File: src/sv/psp_pkg.sv
package psp_pkg;

    typedef enum logic [4:0] {
        S_IDLE,
        S_POP,
        T_LIST,
        T_LA,
        T_SLOT,
        T_M0,
        T_M1,
        T_M2,
        T_M3,
        T_WR,
        T_RM1,
        T_RM2,
        R_A,
        R_S,
        R_O
    } state_t;

    typedef enum logic [1:0] {
        REQ_SPAWN = 2'd0,
        REQ_TICK  = 2'd1,
        REQ_READ  = 2'd2,
        REQ_NONE  = 2'd3
    } req_t;

    localparam logic signed [16:0] DAMP_Q16 = 17'sd64225;

    // Round Q.20 step to Q.8, add to position, saturate to 24 bits.
    function automatic logic signed [23:0] pos_step(input logic signed [23:0] p,
                                                    input logic signed [41:0] prod);
        logic signed [41:0] r;
        logic signed [31:0] s;
        r = (prod + 42'sd2048) >>> 12;
        s = 32'(p) + 32'(r);
        if (s > 32'sd8388607)
            pos_step = 24'h7FFFFF;
        else if (s < -32'sd8388608)
            pos_step = 24'h800000;
        else
            pos_step = 24'(s);
    endfunction

    // Q0.16 damping product, truncated toward zero.
    function automatic logic signed [23:0] damp(input logic signed [41:0] prod);
        logic signed [41:0] r;
        r = prod + (prod[41] ? 42'sd65535 : 42'sd0);
        damp = 24'(r >>> 16);
    endfunction

endpackage

File: src/sv/psp_mac.sv
module psp_mac
    import psp_pkg::*;
(
    input  logic               clk,
    input  logic signed [23:0] a,
    input  logic signed [16:0] b,
    output logic signed [41:0] prod
);

    logic signed [41:0] prod_reg;

    always_ff @(posedge clk)
    begin
        prod_reg <= 42'(a) * 42'(b);
    end

    assign prod = prod_reg;

endmodule

File: config.mk
export PLATFORM = sky130hd
export DESIGN_NAME = psp_mac
export DESIGN_NICKNAME = d
export VERILOG_FILES = /design/src/sv/psp_pkg.sv /design/src/sv/psp_mac.sv
export SDC_FILE = /design/constraint.sdc
export NUM_CORES = 1
export LEC_CHECK = 0
export BUFFER_PORTS_ARGS = -buffer_cell sky130_fd_sc_hd__buf_2
export CAP_MARGIN = 10
export CORE_MARGIN = 3
export CORE_UTILIZATION = 65
export CTS_CLUSTER_SIZE = 12
export DETAILED_ROUTE_END_ITERATION = 7
export GPL_ROUTABILITY_DRIVEN = 0
export PLACE_DENSITY = 0.84
export SETUP_SLACK_MARGIN = 0.3
export SYNTH_ARGS = -nofsm -noshare
export SYNTH_HDL_FRONTEND = slang
export SYNTH_SLANG_ARGS = --single-unit
export TNS_END_PERCENT = 100
File: constraint.sdc
create_clock -name clk -period 8.91 [get_ports clk]
set_input_delay 0.891 -clock clk [delete_from_list [all_inputs] [get_ports clk]]
set_output_delay 0.891 -clock clk [all_outputs]
set_load 0.1 [all_outputs]
==> results of run 1 <==
## per-stage QoR
step           setup slack, ps  hold slack [ps]  cell area (sq um)
2_1_floorplan             2440             1020              15500
3_3_place_gp              1680             1390              16100
3_5_place_dp              1540             1390              16100
4_1_cts                   1820             1080              16200
5_1_grt                   1280             1100              16200
6_report                  1730             1100              16200
## critical path, stage by stage
cell and delay, ps:
buf_2 250, nand2_1 180, inv_1 100, fa_1 680
inv_1 150, fa_1 500, inv_1 50, fa_1 490
fa_1 520, fa_1 490, inv_1 50, fa_1 480
inv_1 40, ha_1 410, nand4_1 200, nor4_1 560
nand2_1 130, o211ai_1 170, a22oi_1 230, a21oi_1 240
nand4_1 200, a211o_1 300, nand3_1 70
## layer usage
layer / up-vias / global-route usage, % / wire, microns
met5: - / 0 / 11
met4: 2 / 18.8 / 2890
met3: 180 / 3.92 / 2220
met2: 516 / 55.5 / 19700
met1: 5797 / 34.7 / 12300
li1: 4911 / - / -
## cells by family (layout without fill, tap and decap cells)
logic type	count (synthesis)	in the layout	synth area share [%]
AO/OA/AOI/OAI	104	104	4.59
adder cells (fa/ha/maj)	500	500	59.6
buffers and inverters	522	548	12.8
AND/OR/NAND/NOR	488	488	15.4
XOR/XNOR	41	41	2.31
flip-flops	41	41	5.28
## path summary, 6_finish.rpt
kind                  start               end  cells after the start
worst max-delay path   b[2]  prod[39]$_DFF_P_                     23
worst min-delay path   b[0]   prod[0]$_DFF_P_                      2
## cells in the final DEF, fill, tap and decap left out, types with 4 or more instances in the layout
cell type / instances
o21bai_1: 4
buf_2: 83
nand4_1: 8
nand2b_1: 8
xnor2_1: 33
xor2_1: 8
nor2b_1: 4
clkbuf_16: 5
o211ai_1: 4
nand2_1: 227
inv_1: 457
o21ai_0: 15
nor3_1: 7
nor2_1: 37
a21oi_1: 37
and2_1: 177
fa_1: 401
dfxtp_1: 41
ha_1: 99
a21o_1: 5
o21a_1: 6
## layout make-up
cell class              instances  area [sq um]
well taps                     313           392
clock inverters                 1          8.76
inverters                     457          1720
fillers                      1707          6820
flip-flops and latches         41           821
clock buffers                   7           153
multi-input cells            1133         12700
repair buffers                 83           415
==> out/results.ini, run 1 <==
[grt]
grt_pass1_vias=13000
grt_usage_pct=30.8
grt_antenna_before_repair=1
grt_pass1_wl_microns=62600
grt_max_degree=25
grt-ovfl-total=0

[logic_synthesis]
ys_warn_count=0
yosys_register_bits=41
synth_area_per_cell_sq_um=9.16
synth_top_area_share_pct=51.7
ys_seq_area_share_pct=5.28
async_reset_ff_share_pct=0
synthesis.area_sq_um=15500
yosys.cell_count.top_type=inv_1
synthTopCellsByArea=fa_1, inv_1, ha_1, and2_1, nand2_1
synthFlopType=dfxtp_1
synth_nets=2238
synth_cells=1696
yosys.area.top_type=fa_1
synthTopCellsByCount=inv_1, fa_1, nand2_1, and2_1, ha_1
synth_edf_count=0
ys_types=59

[clocking]
cts_tree=yes
path_clk_slew_ps=60
ctsResizeCount=0
postCtsHoldBufs=0
cts_root_buffer=clkbuf_16
cts.htree.levels=2
cts-buffers-inserted=5
cts.sinks=41
cts_setup_buffers=0
clk_path_buf_depth=2

[floorplan]
pin_count=84
coreArea_sq_um=23100
die-area_sq_um=25800
chipHeight_microns=161
start_util_pct=67.4
dieWidth_microns=161
rows=55

[flow_run]
drv_cap=0

[sta]
fin_crit_sh_pct=80.6
period_needed_ps=7180
max_slew.worst_pin.slew_ps=782
hold_viol_final=0
rsz0062_at_grt=no
finalMaxSlewViolations=0
relSlewSlack_pct=47.7
fmax_mhz=139
fin_tns_setup_ps=0
setup-violations-final=0

[final_layout]
utilization_pct=70.4
area_growth_pct=4.49
drive_gt1_share_pct=6.45
largest_register_ffs=41
n_antenna_cell=0
nets=2263
layout.cells.non_filler=2035

[routing]
finalWirelength_microns=37200
ant_nets=0
vias=11400
drtIter0Drc=840
wl_per_cell_microns=18.3
via_per_inst=5.60
drc=0
drtPass1Iterations=6

[placed_design]
dp_hpwl_microns=31300
dp.cells=2027
io_buffer_count=83

[setup_path]
cp-end-kind=flip-flop
required_ps=9140
arrival_ps=7410
worstSetupPathType=input port to flip-flop
start_kind=input port
critPathMaxFanout=24

[status]
status=complete, no violations

[hold_path]
hold_class=input port to flip-flop

Power of run 1 is left out: the tool's default activity adds up to more than one toggle a clock period on the data nets, which glitch-free logic cannot reach.
==> run 2, diff against run 1 <==
- CORE_UTILIZATION: 65 -> 59
- PLACE_DENSITY: 0.84 -> 0.8
- clock period: 8.91 -> 6.4 ns (I/O delays scaled with it)
==> out/results.ini, run 2 (synthesized netlist as in run 1, its figures left out) <==
[setup_path]
critPathMaxFanout=6  ; -75%
cpLargestDelayFamily=adder cells
worstSetupPathType=input port to flip-flop
cp-end-kind=flip-flop
crit_slowest_cell=fa_1
start_kind=input port
arrival_ps=6520  ; -890 ps
slowest_delay_ps=530  ; -150 ps
cp.buffers_inverters=8  ; +2
cp_common_cell=fa_1
required_ps=6610  ; -2530 ps

[sta]
setup-violations-final=0  ; unchanged
max_slew.worst_pin.slew_ps=496  ; -286 ps
fin_ws_ps=84.7  ; -1650 ps
fmax_mhz=158
period_needed_ps=6320
finalMaxSlewViolations=0  ; unchanged
hold_viol_final=0  ; unchanged
fin_crit_sh_pct=98.7
relSlewSlack_pct=67.1  ; +19 points
rsz0062_at_grt=yes

[floorplan]
dieWidth_microns=168  ; +4.8%
pin_count=84  ; unchanged
start_util_pct=60.8  ; -6.6 points
coreArea_sq_um=25500  ; +11%
rows=58  ; +5.5%
chipHeight_microns=168  ; +4.8%
die-area_sq_um=28300  ; +9.8%

[flow_run]
drv_cap=0  ; unchanged

[final_layout]
n_antenna_cell=0  ; unchanged
nets=2488  ; +9.9%
final_common_cell=inv_1
fillers=1675  ; -1.9%
area_growth_pct=22.1
largest_register_ffs=41  ; unchanged
final_cell_mix=inv_1, fa_1, nand2_1
drive_gt1_share_pct=22.7  ; +16 points
layout.cells.non_filler=2277  ; +12%

[routing]
via_per_inst=5.41  ; -3.4%
drc=0  ; unchanged
finalWirelength_microns=42700  ; +15%
vias=12300  ; +8.0%
wl_per_cell_microns=18.8  ; +2.8%
drtPass1Iterations=6  ; unchanged
ant_nets=0  ; unchanged
drtIter0Drc=924  ; +10%

[grt]
grt-ovfl-total=0  ; unchanged
grt_usage_pct=31.6  ; +0.86 points
grt_antenna_before_repair=0  ; -1
grt_pass1_wl_microns=70500  ; +13%
grt_max_degree=25  ; unchanged
grt_pass1_vias=14300  ; +10%

[placed_design]
dp_hpwl_microns=34400  ; +9.8%
io_buffer_count=83  ; unchanged
pre_cts_slack_ps=-715  ; -2260 ps
dp.cells=2238  ; +10%

[hold_path]
hold_class=input port to flip-flop

[clocking]
clk_path_buf_depth=2  ; unchanged
path_clk_slew_ps=70  ; about the same
cts-buffers-inserted=5  ; unchanged
cts.htree.levels=2  ; unchanged
cts_tree=yes
cts.sinks=41  ; unchanged
cts_root_buffer=clkbuf_16
postCtsHoldBufs=0  ; unchanged

[status]
status=complete, no violations

-- run 2: changes by cell type in the layout (fill, tap and decap cells not counted), sizes merged --
cell / previous run / this run
buf: 83 / 307
bufbuf: 0 / 1
bufinv: 0 / 2
clkbuf: 7 / 5
-- run 2: repair_timing --
item | CTS | global route
buffers inserted | 17 | 12
gates resized for setup | 126 | 77
cloned | 2 | 0
pin swaps | 62 | 49
endpoints found under the setup margin | 17 | 18
-- run 2: routing by layer --
metal / vias up / share of wire [%] / GRT usage [%]
met3: 188 / 6.6 / 4.81
li1: 5375 / - / -
met2: 540 / 52 / 55.6
met4: 0 / 6.4 / 17.9
met5: - / 0 / 0
met1: 6221 / 35 / 37.1
-- run 2: layout make-up --
| class | count | area (sq um) | area share, % |
|---|---|---|---|
| Multi-Input combinational cell | 1133 | 13300 | 69.9 |
| Timing Repair Buffer | 308 | 2560 | 13.5 |
| Inverter | 457 | 1720 | 9.04 |
| Sequential cell | 41 | 821 | 4.33 |
| Tap cell | 330 | 413 | 2.18 |
| Clock buffer | 5 | 125 | 0.659 |
| Clock inverter | 3 | 68.8 | 0.363 |
-- run 2: per-stage QoR --
stage / util, % / hold slack, ps / instance area (sq um) / TNS (ps)
6_report: 74.3 / 740 / 19000 / 0
5_1_grt: 74.3 / 767 / 19000 / -114
4_1_cts: 72.9 / 734 / 18600 / 0
3_5_place_dp: 69.4 / 1080 / 17700 / -5110
3_3_place_gp: 69.4 / 1100 / 17700 / -2950
2_1_floorplan: - / 767 / 15600 / 0
-- run 2: path summary, 6_finish.rpt --
path	from	cells after the start	to	slack, ps
worst max-delay path	b[3]	25	prod[40]$_DFF_P_	80
worst min-delay path	b[2]	3	prod[2]$_DFF_P_	740
Power of run 2 is left out for the same reason.
==> run 3, diff against run 2 <==
- CORE_MARGIN: 3 -> unset
==> out/results.ini, run 3 (synthesized netlist as in run 1, its figures left out) <==
[status]
status=complete, no violations

[hold_path]
worstHoldPathCells=2  ; -1
min_to=prod[0]$_DFF_P_
min_from=b[0]
hold_class=input port to flip-flop

[floorplan]
die-area_sq_um=27000  ; -4.7%
coreArea_sq_um=25900  ; +1.4%
pin_count=84  ; unchanged
rows=59  ; +1.7%
dieWidth_microns=164  ; -2.4%
start_util_pct=60.0  ; -0.86 points
chipHeight_microns=164  ; -2.4%

[setup_path]
cp-end-kind=flip-flop
start_kind=input port
critPathMaxFanout=9  ; +3
arrival_ps=6500  ; -20 ps
worstSetupPathType=input port to flip-flop
required_ps=6580  ; -30 ps

[sta]
period_needed_ps=6320  ; +6.33 ps
max_slew.worst_pin.slew_ps=795  ; +299 ps
fmax_mhz=158  ; about the same
holdWs_ps=836  ; +96.5 ps
setup-violations-final=0  ; unchanged
fin_crit_sh_pct=98.8  ; +0.099 points
finalMaxSlewViolations=0  ; unchanged
hold_viol_final=0  ; unchanged
relSlewSlack_pct=46.8  ; -20 points
rsz0062_at_grt=yes

[routing]
drtPass1Iterations=8  ; +2
finalWirelength_microns=43700  ; +2.4%
via_per_inst=5.65  ; +4.4%
drtIter0Drc=980  ; +6.1%
vias=12700  ; +2.8%
ant_nets=0  ; unchanged
drc=0  ; unchanged
wl_per_cell_microns=19.5  ; +4.0%

[final_layout]
drive_gt1_share_pct=21.1  ; -1.6 points
utilization_pct=72.2  ; -2.1 points
area_growth_pct=20.4
largest_register_ffs=41  ; unchanged
nets=2448  ; -1.6%
n_antenna_cell=0  ; unchanged
final_cell_area_sq_um=18700  ; -1.4%
final_common_cell=inv_1
final_cell_mix=inv_1, fa_1, nand2_1
layout.cells.non_filler=2242  ; -1.5%

[placed_design]
dp.cells=2194  ; -2.0%
placed_area_sq_um=17300  ; -2.5%
io_buffer_count=83  ; unchanged
dp_hpwl_microns=33800  ; -1.8%

[clocking]
cts.sinks=41  ; unchanged
cts_tree=yes
cts.htree.levels=2  ; unchanged
cts-buffers-inserted=5  ; unchanged
cts_root_buffer=clkbuf_16
path_clk_slew_ps=70  ; about the same
clk_path_buf_depth=2  ; unchanged
postCtsHoldBufs=0  ; unchanged

[grt]
grt_usage_pct=32.3  ; +0.67 points
grt_pass1_vias=13900  ; -3.0%
grt-ovfl-total=0  ; unchanged
grt_max_degree=25  ; unchanged
grt_pass1_wl_microns=66300  ; -6.0%
grt_antenna_before_repair=0  ; unchanged

[flow_run]
drv_cap=0  ; unchanged

==> run 3: cell count changes in the layout (fill, tap and decap cells not counted), moves of 5 or more <==
cell / change
buf_4: -60
buf_6: +8
clkbuf_4: +7
clkbuf_16: +6
buf_12: -5
==> run 3: worst max path at each step <==
| stage | start | endpoint | slack, ps | cells past startpoint |
|---|---|---|---|---|
| 5_1_grt | a[12] | prod[40]$_DFF_P_ | -120 | 23 |
| 3_3_place_gp | b[2] | prod[39]$_DFF_P_ | -140 | 24 |
| 3_5_place_dp | b[3] | prod[40]$_DFF_P_ | -340 | 24 |
| 4_1_cts | b[7] | prod[40]$_DFF_P_ | 260 | 24 |
| 6_report | a[12] | prod[40]$_DFF_P_ | 80 | 23 |
| 2_1_floorplan | a[8] | prod[40]$_DFF_P_ | 300 | 21 |
==> run 3: cell type report <==
cell class / count / area (sq um)
inverters: 457 / 1720
repair buffers: 268 / 2310
fillers: 1676 / 7200
clock inverters: 3 / 43.8
clock buffers: 5 / 125
multi-input cells: 1133 / 13300
well taps: 335 / 419
flip-flops and latches: 41 / 821
==> run 3: metal layers <==
layer  part of all wire, %  global-route usage [%]  up-vias
met3                   6.1                    3.74      297
met2                    52                    59.0      671
met4                   9.1                    22.7        0
li1                      -                       -     5290
met1                    32                    34.6     6408
met5                     0                       0        -
==> run 3: worst max-delay path, cell delays in order <==
cell,delay [ps]
clkbuf_4,170
buf_6,160
and2_1,160
fa_1,480
inv_1,50
fa_1,460
fa_1,520
inv_1,50
fa_1,510
fa_1,560
inv_1,70
fa_1,530
inv_2,60
ha_4,250
a21oi_1,170
o21ai_0,160
a21oi_2,240
nor2_2,110
o311ai_4,390
a311oi_2,190
a311oi_1,290
o21bai_1,140
xnor2_1,130
==> run 3: through the flow <==
step           setup slack, ps  TNS [ps]
2_1_floorplan              300         0
3_3_place_gp              -138      -530
3_5_place_dp              -337     -1630
4_1_cts                    260         0
5_1_grt                   -120      -130
6_report                  78.4         0
==> run 3: timing repair <==
item | in CTS | in global routing
setup buffers | 13 | 18
setup endpoints to repair | 16 | 21
gates cloned | 1 | 8
pin swaps | 29 | 87
resized for setup | 57 | 179
hold endpoints to repair | 0 | 0
Power of run 3 is left out for the same reason.
